File: config.mk
export PLATFORM = sky130hd
export DESIGN_NAME = udp_reassembly_context_table
export DESIGN_NICKNAME = d
export VERILOG_FILES = /design/src/hw/rtl/udprc_pkg.sv /design/src/hw/rtl/udp_reassembly_context_table.sv /design/src/hw/rtl/udprc_cell.sv /design/src/hw/rtl/udprc_div.sv
export SDC_FILE = /design/constraint.sdc
export NUM_CORES = 2
export LEC_CHECK = 0
export BUFFER_PORTS_ARGS = -buffer_cell sky130_fd_sc_hd__buf_2
export CAP_MARGIN = 15
export CORE_MARGIN = 3
export CORE_UTILIZATION = 50
export CTS_CLUSTER_DIAMETER = 50
export DETAILED_ROUTE_END_ITERATION = 16
export PLACE_DENSITY_LB_ADDON = 0.1
export SYNTH_ARGS = -nofsm -noshare
export SYNTH_HDL_FRONTEND = slang
export SYNTH_SLANG_ARGS = --single-unit
File: constraint.sdc
create_clock -name aclk -period 25 [get_ports aclk]
set_input_delay 1.25 -clock aclk [delete_from_list [all_inputs] [get_ports aclk]]
set_output_delay 1.25 -clock aclk [all_outputs]
set_load 0.02 [all_outputs]
File: src/hw/rtl/udprc_pkg.sv
// ----------------------------------------------------------------------------
// udprc_pkg
// Shared constants and types for the reassembly context table.
// ----------------------------------------------------------------------------
package udprc_pkg;

    localparam int MAX_ENTRIES = 16;
    localparam int IDX_W       = $clog2(MAX_ENTRIES);
    localparam int CNT_W       = $clog2(MAX_ENTRIES + 1);
    localparam int PARTS_W     = 17;
    localparam int SIZE_W      = 32;
    localparam int PSIZE_W     = 16;
    localparam int MC_W        = 5;

    localparam logic [PARTS_W-1:0] PARTS_MAX = '1;

    localparam logic [15:0] UDP_MAX_BYTES  = 16'd65535;
    localparam logic [15:0] IP_HDR_BYTES   = 16'd20;
    localparam logic [15:0] UDP_HDR_BYTES  = 16'd8;
    localparam logic [15:0] PART_HDR_BYTES = 16'd16;
    localparam logic [PSIZE_W-1:0] PART_SIZE_RST =
        UDP_MAX_BYTES - (IP_HDR_BYTES + UDP_HDR_BYTES + PART_HDR_BYTES);
    localparam logic [MC_W-1:0] MAX_CONTEXTS_RST = MC_W'(MAX_ENTRIES);

    // register indexes
    localparam logic REG_MAX_CONTEXTS = 1'b0;
    localparam logic REG_PART_SIZE    = 1'b1;

    // request types
    localparam logic REQ_PART    = 1'b0;
    localparam logic REQ_RELEASE = 1'b1;

    // result status codes
    localparam logic [1:0] STS_STORED  = 2'd0;
    localparam logic [1:0] STS_DONE    = 2'd1;
    localparam logic [1:0] STS_REL     = 2'd2;
    localparam logic [1:0] STS_REL_BAD = 2'd3;

    typedef struct packed {
        logic [SIZE_W-1:0]  ident;
        logic [SIZE_W-1:0]  total;
        logic [PARTS_W-1:0] parts;
        logic [IDX_W-1:0]   slot;
    } entry_t;

    typedef struct packed {
        logic shift;   // take the neighbor's entry
        logic load;    // take a new entry
        logic dec;     // count one part
    } cell_ctrl_t;

    typedef struct packed {
        logic [1:0]         status;
        logic [IDX_W-1:0]   done_index;
        logic [SIZE_W-1:0]  done_size;
        logic [IDX_W-1:0]   write_slot;
        logic [SIZE_W-1:0]  write_offset;
        logic [15:0]        write_length;
        logic               evicted;
        logic [SIZE_W-1:0]  evicted_ident;
        logic [PARTS_W-1:0] evicted_missing;
        logic               replaced_corrupt;
    } result_t;

endpackage

File: src/hw/rtl/udp_reassembly_context_table.sv
// ----------------------------------------------------------------------------
// udp_reassembly_context_table
// Age-ordered table of reassembly contexts for fragmented messages.
// ----------------------------------------------------------------------------
// Input channel s_*: one item is a part header (s_req_type 0) or a release
// of a list position (s_req_type 1). Result channel m_*: exactly one result
// item per input item, in order. Config channel cfg_*: register 0 is
// max_contexts, register 1 is part_size; always ready, write only when idle.
// One item is worked on at a time; s_ready is high only when idle.
// A release or a hit goes through the lookup and output states before m_valid.
// A new context goes through lookup, eviction, the bit-serial divider that
// splits total_size into parts, the append and the output.
// The contexts live in a row of 16 cells; removal shifts the upper cells
// down by one, all at the same clock edge.
// Reset clears the context count, buffer slot flags and the result valid
// flag, and loads the register defaults (16 contexts, part size 65491).
// If the receiver stalls, the result waits in the output register; one more
// item can be taken and worked on, and its result waits until that is free.
// ----------------------------------------------------------------------------
module udp_reassembly_context_table
    import udprc_pkg::*;
(
    input  logic                aclk,
    input  logic                aresetn,
    input  logic                cfg_valid,
    output logic                cfg_ready,
    input  logic                cfg_index,
    input  logic [15:0]         cfg_data,
    input  logic                s_valid,
    output logic                s_ready,
    input  logic                s_req_type,
    input  logic [31:0]         s_msg_ident,
    input  logic [31:0]         s_total_size,
    input  logic [31:0]         s_part_offset,
    input  logic [15:0]         s_part_length,
    input  logic [3:0]          s_release_index,
    output logic                m_valid,
    input  logic                m_ready,
    output logic [1:0]          m_status,
    output logic [3:0]          m_done_index,
    output logic [31:0]         m_msg_size_out,
    output logic [3:0]          m_write_slot,
    output logic [31:0]         m_write_offset,
    output logic [15:0]         m_write_length,
    output logic                m_evicted,
    output logic [31:0]         m_evicted_ident,
    output logic [16:0]         m_evicted_missing,
    output logic                m_replaced_corrupt
);

    typedef enum logic [2:0] {
        ST_IDLE, ST_LOOK, ST_EVICT, ST_DIV, ST_APPEND, ST_OUT
    } state_t;

    state_t state_reg;

    logic [MC_W-1:0]    max_ctx_reg;
    logic [PSIZE_W-1:0] part_size_reg;
    logic [CNT_W-1:0]   count_reg;
    logic [MAX_ENTRIES-1:0] busy_reg;

    logic               req_reg;
    logic [31:0]        ident_reg;
    logic [31:0]        total_reg;
    logic [31:0]        offset_reg;
    logic [15:0]        length_reg;
    logic [IDX_W-1:0]   rel_reg;

    result_t res_reg;
    result_t out_reg;
    logic    m_valid_reg;

    entry_t     cell_q   [MAX_ENTRIES];
    entry_t     cell_nb  [MAX_ENTRIES];
    cell_ctrl_t cell_ctl [MAX_ENTRIES];
    logic [MAX_ENTRIES-1:0] cell_match;
    entry_t     wr_entry;

    logic               rm_en, ld_en, dec_en;
    logic [IDX_W-1:0]   rm_pos, dec_pos, ld_pos;
    logic               hit;
    logic [IDX_W-1:0]   hit_pos;
    logic [IDX_W-1:0]   free_slot;
    logic [CNT_W-1:0]   limit;
    logic               div_start, div_done;
    logic [SIZE_W-1:0]  div_q;
    logic [PSIZE_W-1:0] divisor;
    logic [PARTS_W-1:0] new_parts;
    logic [PARTS_W-1:0] dec_parts;
    logic               rel_ok;
    logic               total_eq;

    // lookup: lowest matching live position
    always_comb begin
        hit     = 1'b0;
        hit_pos = '0;
        for (int i = MAX_ENTRIES - 1; i >= 0; i--) begin
            if (cell_match[i] && (CNT_W'(i) < count_reg)) begin
                hit     = 1'b1;
                hit_pos = IDX_W'(i);
            end
        end
    end

    always_comb begin
        free_slot = '0;
        for (int i = MAX_ENTRIES - 1; i >= 0; i--) begin
            if (!busy_reg[i]) begin
                free_slot = IDX_W'(i);
            end
        end
    end

    always_comb begin
        if (max_ctx_reg == '0) begin
            limit = CNT_W'(1);
        end else if (max_ctx_reg > MC_W'(MAX_ENTRIES)) begin
            limit = CNT_W'(MAX_ENTRIES);
        end else begin
            limit = CNT_W'(max_ctx_reg);
        end
    end

    assign divisor   = (part_size_reg == '0) ? PSIZE_W'(1) : part_size_reg;
    assign new_parts = (div_q[SIZE_W-1:PARTS_W] != '0) ? PARTS_MAX : div_q[PARTS_W-1:0];
    assign dec_parts = cell_q[hit_pos].parts - PARTS_W'(1);
    assign rel_ok    = ({1'b0, rel_reg} < count_reg);
    assign total_eq  = (cell_q[hit_pos].total == total_reg);
    assign ld_pos    = count_reg[IDX_W-1:0];

    // cell control for the current step
    always_comb begin
        rm_en     = 1'b0;
        rm_pos    = '0;
        ld_en     = 1'b0;
        dec_en    = 1'b0;
        dec_pos   = hit_pos;
        div_start = 1'b0;
        case (state_reg)
            ST_LOOK: begin
                if (req_reg == REQ_RELEASE) begin
                    rm_en  = rel_ok;
                    rm_pos = rel_reg;
                end else if (hit && total_eq) begin
                    dec_en = 1'b1;
                end else if (hit) begin
                    rm_en  = 1'b1;
                    rm_pos = hit_pos;
                end
            end
            ST_EVICT: begin
                rm_en     = (count_reg >= limit) && (count_reg != '0);
                div_start = 1'b1;
            end
            ST_APPEND: begin
                ld_en = 1'b1;
            end
            default: begin
            end
        endcase
    end

    always_comb begin
        wr_entry.ident = ident_reg;
        wr_entry.total = total_reg;
        wr_entry.parts = new_parts;
        wr_entry.slot  = free_slot;
    end

    for (genvar g = 0; g < MAX_ENTRIES; g++) begin : g_cell
        if (g == MAX_ENTRIES - 1) begin : g_top
            assign cell_nb[g] = cell_q[g];
        end else begin : g_mid
            assign cell_nb[g] = cell_q[g+1];
        end
        assign cell_ctl[g] = '{shift: rm_en && (IDX_W'(g) >= rm_pos),
                               load:  ld_en && (IDX_W'(g) == ld_pos),
                               dec:   dec_en && (IDX_W'(g) == dec_pos)};

        udprc_cell u_cell (
            .aclk    (aclk),
            .ctrl    (cell_ctl[g]),
            .nb_in   (cell_nb[g]),
            .wr_data (wr_entry),
            .key     (ident_reg),
            .q       (cell_q[g]),
            .match   (cell_match[g])
        );
    end

    udprc_div u_div (
        .aclk     (aclk),
        .aresetn  (aresetn),
        .start    (div_start),
        .dividend (total_reg),
        .divisor  (divisor),
        .quotient (div_q),
        .done     (div_done)
    );

    always_ff @(posedge aclk) begin
        if (!aresetn) begin
            state_reg     <= ST_IDLE;
            max_ctx_reg   <= MAX_CONTEXTS_RST;
            part_size_reg <= PART_SIZE_RST;
            count_reg     <= '0;
            busy_reg      <= '0;
            m_valid_reg   <= 1'b0;
        end else begin
            if (cfg_valid) begin
                if (cfg_index == REG_MAX_CONTEXTS) begin
                    max_ctx_reg <= cfg_data[MC_W-1:0];
                end else begin
                    part_size_reg <= cfg_data;
                end
            end
            if (m_valid_reg && m_ready && (state_reg != ST_OUT)) begin
                m_valid_reg <= 1'b0;
            end
            case (state_reg)
                ST_IDLE: begin
                    if (s_valid) begin
                        req_reg    <= s_req_type;
                        ident_reg  <= s_msg_ident;
                        total_reg  <= s_total_size;
                        offset_reg <= s_part_offset;
                        length_reg <= s_part_length;
                        rel_reg    <= s_release_index;
                        res_reg    <= '0;
                        state_reg  <= ST_LOOK;
                    end
                end
                ST_LOOK: begin
                    if (req_reg == REQ_RELEASE) begin
                        if (rel_ok) begin
                            res_reg.status     <= STS_REL;
                            res_reg.write_slot <= cell_q[rel_reg].slot;
                            busy_reg[cell_q[rel_reg].slot] <= 1'b0;
                            count_reg <= count_reg - CNT_W'(1);
                        end else begin
                            res_reg.status <= STS_REL_BAD;
                        end
                        state_reg <= ST_OUT;
                    end else if (hit && total_eq) begin
                        res_reg.write_slot   <= cell_q[hit_pos].slot;
                        res_reg.write_offset <= offset_reg;
                        res_reg.write_length <= length_reg;
                        if (dec_parts == '0) begin
                            res_reg.status     <= STS_DONE;
                            res_reg.done_index <= hit_pos;
                            res_reg.done_size  <= cell_q[hit_pos].total;
                        end
                        state_reg <= ST_OUT;
                    end else begin
                        if (hit) begin
                            // same ident, other size: drop before rebuilding
                            res_reg.replaced_corrupt <= 1'b1;
                            busy_reg[cell_q[hit_pos].slot] <= 1'b0;
                            count_reg <= count_reg - CNT_W'(1);
                        end
                        state_reg <= ST_EVICT;
                    end
                end
                ST_EVICT: begin
                    if (rm_en) begin
                        res_reg.evicted         <= 1'b1;
                        res_reg.evicted_ident   <= cell_q[0].ident;
                        res_reg.evicted_missing <= cell_q[0].parts;
                        busy_reg[cell_q[0].slot] <= 1'b0;
                        count_reg <= count_reg - CNT_W'(1);
                    end
                    state_reg <= ST_DIV;
                end
                ST_DIV: begin
                    if (div_done) begin
                        state_reg <= ST_APPEND;
                    end
                end
                ST_APPEND: begin
                    busy_reg[free_slot]  <= 1'b1;
                    count_reg            <= count_reg + CNT_W'(1);
                    res_reg.write_slot   <= free_slot;
                    res_reg.write_offset <= offset_reg;
                    res_reg.write_length <= length_reg;
                    if (new_parts == '0) begin
                        res_reg.status     <= STS_DONE;
                        res_reg.done_index <= ld_pos;
                        res_reg.done_size  <= total_reg;
                    end
                    state_reg <= ST_OUT;
                end
                ST_OUT: begin
                    if (!m_valid_reg || m_ready) begin
                        out_reg     <= res_reg;
                        m_valid_reg <= 1'b1;
                        state_reg   <= ST_IDLE;
                    end
                end
                default: begin
                    state_reg <= ST_IDLE;
                end
            endcase
        end
    end

    assign cfg_ready          = 1'b1;
    assign s_ready            = (state_reg == ST_IDLE);
    assign m_valid            = m_valid_reg;
    assign m_status           = out_reg.status;
    assign m_done_index       = out_reg.done_index;
    assign m_msg_size_out     = out_reg.done_size;
    assign m_write_slot       = out_reg.write_slot;
    assign m_write_offset     = out_reg.write_offset;
    assign m_write_length     = out_reg.write_length;
    assign m_evicted          = out_reg.evicted;
    assign m_evicted_ident    = out_reg.evicted_ident;
    assign m_evicted_missing  = out_reg.evicted_missing;
    assign m_replaced_corrupt = out_reg.replaced_corrupt;

endmodule

File: src/hw/rtl/udprc_cell.sv
// ----------------------------------------------------------------------------
// udprc_cell
// One context of the age-ordered list; shifts down from its upper neighbor.
// ----------------------------------------------------------------------------
module udprc_cell
    import udprc_pkg::*;
(
    input  logic        aclk,
    input  cell_ctrl_t  ctrl,
    input  entry_t      nb_in,
    input  entry_t      wr_data,
    input  logic [SIZE_W-1:0] key,
    output entry_t      q,
    output logic        match
);

    entry_t e_reg;
    entry_t e_next;

    always_comb begin
        e_next = e_reg;
        if (ctrl.load) begin
            e_next = wr_data;
        end else if (ctrl.shift) begin
            e_next = nb_in;
        end else if (ctrl.dec) begin
            e_next.parts = e_reg.parts - PARTS_W'(1);
        end
    end

    always_ff @(posedge aclk) begin
        e_reg <= e_next;
    end

    assign q     = e_reg;
    assign match = (e_reg.ident == key);

endmodule

File: src/hw/rtl/udprc_div.sv
// ----------------------------------------------------------------------------
// udprc_div
// Restoring divider, one quotient bit per cycle.
// ----------------------------------------------------------------------------
module udprc_div
    import udprc_pkg::*;
(
    input  logic               aclk,
    input  logic               aresetn,
    input  logic               start,
    input  logic [SIZE_W-1:0]  dividend,
    input  logic [PSIZE_W-1:0] divisor,
    output logic [SIZE_W-1:0]  quotient,
    output logic               done
);

    localparam int STEP_W = $clog2(SIZE_W);

    logic [SIZE_W-1:0]  q_reg,   q_next;
    logic [PSIZE_W:0]   rem_reg, rem_next;
    logic [PSIZE_W-1:0] dvs_reg;
    logic [STEP_W-1:0]  cnt_reg;
    logic               busy_reg;
    logic               done_reg;
    logic [PSIZE_W:0]   trial;

    always_comb begin
        trial    = {rem_reg[PSIZE_W-1:0], q_reg[SIZE_W-1]};
        q_next   = {q_reg[SIZE_W-2:0], 1'b0};
        rem_next = trial;
        if (trial >= {1'b0, dvs_reg}) begin
            rem_next  = trial - {1'b0, dvs_reg};
            q_next[0] = 1'b1;
        end
    end

    always_ff @(posedge aclk) begin
        if (!aresetn) begin
            busy_reg <= 1'b0;
            done_reg <= 1'b0;
            cnt_reg  <= '0;
        end else begin
            done_reg <= 1'b0;
            if (start) begin
                busy_reg <= 1'b1;
                cnt_reg  <= '0;
                q_reg    <= dividend;
                rem_reg  <= '0;
                dvs_reg  <= divisor;
            end else if (busy_reg) begin
                q_reg   <= q_next;
                rem_reg <= rem_next;
                cnt_reg <= cnt_reg + STEP_W'(1);
                if (cnt_reg == STEP_W'(SIZE_W - 1)) begin
                    busy_reg <= 1'b0;
                    done_reg <= 1'b1;
                end
            end
        end
    end

    assign quotient = q_reg;
    assign done     = done_reg;

endmodule

# --- Word level (Yosys, flattened, before mapping) ---
# Index checks and enable logic that the tools add are counted.
# W data, S select, Z words.
totals:
  mem_count: 0
  latchBits: 0
  input_bits: 139
  output_inout_bits: 144
  wordCells: 590
  rom_bits: 0
  mem_bits_rw: 0
  register_bits: 1876
classes:
  eq_ne: 70
  bitwise_logic: 12
  reduce_logical: 136
  shifts: 0
  multipliers: 0
  n_addsub: 21
  div: 0
  n_lt_le_gt_ge: 46
  muxes: 203
ops:
  columns: ["cell", "count"]
  rows:
  - ["$mux W85", 15]
  - ["$mux W64", 15]
  - ["$bmux W85 S4", 2]
  - ["$mux W17", 33]
  - ["$eq A32 B32 Y1", 17]
  - ["$sub A17 B1 Y17 const B", 17]
  - ["$pmux W90 S3", 1]
  - ["$mux W4", 55]
  - ["$mux W141", 1]
  - ["$mux W16", 7]
  - ["$mux W53", 2]
  - ["$pmux W50 S2", 1]
  - ["$mux W90", 1]
  - ["$mux W38", 2]
  - ["$logic_and A1 B1 Y1", 72]
  - ["$eq A4 B4 Y1 const A", 16]
  - ["$mux W32", 2]
  - ["$reduce_bool A3 Y1", 17]
  - ["$mux W50", 1]
  - ["$and A16 B16 Y16", 3]
  - ["$mux W48", 1]
  - ["$not A16 Y16", 3]
  - ["$pmux W16 S3", 1]
  - ["$lt A4 B5 Y1 const A", 8]
  - ["58 further kinds", 195]

# --- Longest topological paths before layout ---
depth:
  depth_word: 32
  depth_mapped: 31
  depth_no_buf: 21

# --- Cells and area by module ---
# From an unflattened synthesis, not the netlist that was laid out.
hier_totals:
  cells_unflattened: 7380
  area_unflattened_um2: 97382.1
modules_own_cells:
  columns: ["module", "cells_per_inst", "area_per_inst_um2", "seq_area_each_um2", "instances"]
  rows:
  - ["udprc_cell", 300, 4310.4, 2552.4, 16]
  - ["udp_reassembly_context_table", 2293, 24718.7, 12902.4, 1]
  - ["udprc_div", 287, 3697.3, 2062.0, 1]

# --- Worst setup path after synthesis ---
# No wires, ideal clock.
synth_timing:
  kind: "input to register"
  from: "input aresetn"
  to: "register out_reg (netlist bit m_done_index[0]), enable pin"
  path_buffers: 1
  setup_ns: 0.842
  setup_slack_ns: 12.298
  arrival_ns: 11.860
  required_time_ns: 24.158
  path_stages: 3
  cell_sequence: "clkbuf_1 nand2_1 nor3b_1"
synth_between:
  elab_chain_cells: 1
synth_lines:
  columns: ["item", "line_no", "rtl"]
  rows:
  - ["start: declaration", "udp_reassembly_context_table.sv:24", "input logic aresetn,"]
  - ["$reduce_and A3 Y1 (no source line)", null, null]
  - ["end signal: assignment", "udp_reassembly_context_table.sv:294", "out_reg <= res_reg;"]
  - ["end: declaration", "udp_reassembly_context_table.sv:70", "result_t out_reg;"]
# Every way passes these cells.
# A chain may end at the register's enable or synchronous reset.

# --- Worst setup path after layout ---
layout_timing:
  from: "register count_reg[2]"
  to: "register g_cell[2].u_cell.e_reg (netlist bit g_cell[2].u_cell.q[41]), enable pin"
layout_between:
  elab_chain_cells: 30
  elab_cells_between_ends: 87
  classes_between: "order compare (19); eq/ne (2); mux (43); bitwise (1); reduce/logical (22)"
layout_lines:
  columns: ["item", "line_no", "rtl"]
  rows:
  - ["start: declaration", "udp_reassembly_context_table.sv:59", "logic [CNT_W-1:0] count_reg;"]
  - ["start signal: assignment", "udp_reassembly_context_table.sv:239", "count_reg <= count_reg - CNT_W'(1);"]
  - ["start signal: assignment", "udp_reassembly_context_table.sv:259", "count_reg <= count_reg - CNT_W'(1);"]
  - ["start signal: assignment", "udp_reassembly_context_table.sv:270", "count_reg <= count_reg - CNT_W'(1);"]
  - ["$lt A4 B5 Y1", "udp_reassembly_context_table.sv:98", "if (cell_match[i] && (CNT_W'(i) < count_reg)) begin"]
  - ["$logic_and A1 B1 Y1", "udp_reassembly_context_table.sv:98", null]
  - ["$mux W4 (16 in a row)", "udp_reassembly_context_table.sv:98", null]
  - ["$not A4 Y5 (not written as such)", "udp_reassembly_context_table.sv:128", "assign total_eq = (cell_q[hit_pos].total == total_reg);"]
  - ["$bmux W85 S4", "udp_reassembly_context_table.sv:128", null]
  - ["$mux W53 (2 in a row)", null, null]
  - ["$eq A32 B32 Y1", "udp_reassembly_context_table.sv:128", null]
  - ["$logic_and A1 B1 Y1", "udp_reassembly_context_table.sv:144", "end else if (hit && total_eq) begin"]
  - ["$mux W4", "udp_reassembly_context_table.sv:144", null]
  - ["$mux W4", "udp_reassembly_context_table.sv:141", "if (req_reg == REQ_RELEASE) begin"]
  - ["$mux W4", "udp_reassembly_context_table.sv:139", "case (state_reg)"]
  - ["$ge A2 B4 Y1", "udp_reassembly_context_table.sv:176", "assign cell_ctl[g] = '{shift: rm_en && (IDX_W'(g) >= rm_pos),"]
  - ["$logic_and A1 B1 Y1", "udp_reassembly_context_table.sv:176", null]
  - ["$reduce_bool A2 Y1 (no source line) *", null, null]
  - ["end signal: assignment", "udprc_cell.sv:32", "e_reg <= e_next;"]
  - ["end: declaration", "udprc_cell.sv:17", "entry_t e_reg;"]
# Mark *: on every way between the ends. The rest lies on a longest branch, timed or not. The select of a mux whose other input is x is not followed.

==> results.tsv <==
stage	metric	value	unit
detailed_routing	first-pass iteration count of the detailed router	6	
detailed_routing	DRT antenna net count	0	
clocking	Clk Tree Root Cell	clkbuf_16	
timing	final setup vio count	0	
clocking	later-pin clock latency in the skew report	0.89	ns
worst_setup_path	required time of the critical path	25.49	ns
worst_setup_path	Critical Path Source	count_reg[2]	
clocking	H-tree Lvls	4	
global_route	largest net degree at the start of global routing	75	
timing	min Tclk post-route	12.41	ns
worst_setup_path	Crit. End Element	flip-flop	
synth	most common cell in the netlist	nand2_1	
clocking	TritonCTS Sinks	1876	
floorplan	Die Y-Extent	449.7	um
clocking	Clock transition at path regs	0.06	ns
synth	yosys warns	0	
timing	fin. max-slew vios	0	
finish	Area growth syn-to-layout	11.83	%
clocking	Clock Path Buffers	3	
detailed_routing	# DRC	0	
power	Power Total	8.424	mW
synth	synthesized area	98420	um2
synth	Syn Area/Cell	10.47	um2
finish	Total Nets Final	9627	
global_route	Global Route Usage Sum	35.76	%
worst_setup_path	Critical Path AT	12.90	ns
synth	EDFF count, synth	1823	
power	pwr/cell area	76.54	nW/um2
worst_setup_path	register-to-register setup slack	12.59	ns
synth	Post-Synthesis Cells	9400	
clocking	CTS tree	done	
finish	final cell count without fillers	12263	
synth	Yosys cell types	113	
global_route	global-route wire length before repair	529.3	mm
place	post-DP HPWL	243.7	mm
power	Leakage	41.36	nW
timing	RSZ-0062 raised after global routing	no	
synth	largest area contributor in the netlist	edfxtp_1	
global_route	gr ovfl total	0	
synth	Post-synth top flop	edfxtp_1	
power	Worst VDD drop	0.00006983	V
timing	setup ws final	12.59	ns
synth	sequential share of the synthesized area	56.70	%
worst_setup_path	Critical R2R Capture	g_cell[2].u_cell.q[41]	
detailed_routing	vias per cell	6.345	
place	Final Wtd Congestion	0.9845	
timing	fmax	80.56	MHz
hold_path	Hold WC Path Type	reg -> reg	
finish	final core utilization	56.33	%
floorplan	full die area	202200	um2
floorplan	initial core utilization	50.37	%
detailed_routing	WL/cell	30.30	um
timing	pin slew with the least headroom to its limit	1.309	ns
detailed_routing	total number of vias	77807	
timing	Fin. Hold Viols	0	
finish	max reg flops	1360	
timing	Clock Skews	0.03937	ns
clocking	CTS Buf Count	220	
synth	share of the synthesized area in the top cell type	55.62	%
place	cell count after placement	11837	
detailed_routing	final wirelength	371.6	mm
clocking	post-CTS resize count	0	
synth	ys async rst share	0	%
clocking	hold buffer count at cts	0	
global_route	initial antenna violation count	15	
outcome	outcome	complete, no violations	
synth	most instantiated cells after synthesis	nand2_1 (2639), edfxtp_1 (1823), clkbuf_1 (494), xnor2_1 (447), o21ai_0 (381)	
place	Port Buf Inserts	281	
hold_path	hold path startpoint	res_reg[125]	
synth	synthesized net count	9587	
worst_setup_path	Startpoint Class	flip-flop	
floorplan	# IOs	283	
hold_path	Hold EP	m_msg_size_out[22]	
floorplan	row count	162	
detailed_routing	drt initial violations	11210	
finish	ratio of cells with drive above 1 in the final layout	13.49	%
synth	Synth Register Bits	1876	
worst_setup_path	WS Path Type	reg -> reg	
worst_setup_path	R2R Path Start	count_reg[2]	
timing	Slew HR	11.93	%
timing	period utilization	49.65	%
worst_setup_path	worst-case reg-to-reg path depth	24	
worst_setup_path	Max Fanout on Critical Path	74	
floorplan	die width	449.7	um
global_route	number of global-route vias before repair	73997	
place	worst slack at placement	12.99	ns
job	max-cap violation count	0	
synth	Area contributors post-synth	edfxtp_1 (56%), nand2_1 (10%), xnor2_1 (4.0%)	
timing	final setup TNS	0	ns
hold_path	Hold Crit Depth	0	
floorplan	total core area	195400	um2
clocking	Post-CTS Setup Inserts	0	
[metal layers]
layer / up-vias / GRT usage (%) / part of all wire (%)
li1: 33671 / - / -
met1: 38030 / 49.41 / 39
met2: 5071 / 53.93 / 44
met3: 1035 / 7.552 / 11
met4: 0 / 17.06 / 5.7
met5: - / 0 / 0
[critical path, stage by stage (launching register included)]
cell and delay, ns:
dfxtp_1 0.82, a21oi_1 0.47, or4_1 0.59, nor4b_1 0.29
and3_1 0.44, a211oi_1 0.18, o211ai_1 0.45, buf_4 0.55
a21o_4 0.59, buf_4 0.81, buf_4 0.72, nand3_1 0.39
o211ai_1 0.32, nor3_1 0.10, nand4_1 0.17, o211ai_1 0.12
or4_1 0.62, nor4_1 1.13, buf_4 0.26, nor2_1 0.06
o311ai_4 0.08, buf_4 0.51, or2_1 0.97, nand2_4 0.55
buf_4 0.54
[placed cells by master (no fill, tap or decap), types with 119 or more instances in the layout]
master / synthesis / final
xnor2_1: 447 / 447
a21oi_1: 159 / 157
mux2_2: 264 / 264
nor3_1: 247 / 242
nand2_1: 2639 / 2613
inv_1: 150 / 148
o21ai_0: 381 / 377
nand3_1: 191 / 189
a211oi_1: 158 / 158
buf_2: 111 / 281
and2_1: 120 / 119
clkbuf_16: 0 / 225
edfxtp_1: 1823 / 1823
nor4_1: 197 / 197
xor2_1: 321 / 321
nand4_1: 168 / 168
nor2_1: 360 / 335
mux2i_1: 220 / 220
buf_4: 35 / 234
[stage by stage]
step / cell area (um2) / hold WS [ns]
floorplan: 98420 / 0.4003
global placement: 102400 / 0.4013
detailed placement: 102400 / 0.4045
CTS: 110000 / 0.4089
global route: 110000 / 0.4127
finish: 110100 / 0.4020
[kinds of logic (layout without fill, tap and decap cells)]
| group | count (synthesis) | in the layout | synth area share (%) |
|---|---|---|---|
| simple gates | 4245 | 4245 | 19.15 |
| mux | 505 | 505 | 5.731 |
| flops | 1876 | 1876 | 56.70 |
| xor+xnor | 768 | 768 | 6.834 |
| buf+inv | 856 | 1086 | 3.584 |
| other cells | 1 | 10 | 0.003810 |
| compound gates | 1101 | 1101 | 7.376 |
| fa+ha+maj | 48 | 48 | 0.6178 |
[where the power goes]
group | leakage, nW | internal [mW] | total, mW | switching, mW
Sequential | 17.1 | 3.80 | 4.00 | 0.195
Combinational | 20.6 | 0.333 | 1.07 | 0.734
Clock | 3.64 | 1.97 | 3.36 | 1.39
Total | 41.4 | 6.11 | 8.42 | 2.32
[worst max-delay path by stage]
| stage | end | slack, ns | cells past startpoint |
|---|---|---|---|
| 2_1_floorplan | m_done_index[0] | 12.30 | 3 |
| 3_3_place_gp | g_cell[2].u_cell.q[24] | 13.04 | 26 |
| 3_5_place_dp | g_cell[2].u_cell.q[24] | 12.99 | 23 |
| 4_1_cts | g_cell[2].u_cell.q[24] | 13.02 | 23 |
| 5_1_grt | g_cell[2].u_cell.q[47] | 12.39 | 26 |
| 6_report | g_cell[2].u_cell.q[41] | 12.59 | 24 |
[cell type report]
cell class	instances	area, um2
antenna	9	22.52
clock buffer	259	5808
clock inverter	153	1709
fill	16950	85340
inverter	152	576.8
multi-input combinational	6668	39580
sequential	1876	55800
tap	2624	3283
timing repair buffer	522	3283
(Power assumes the default switching activity.)
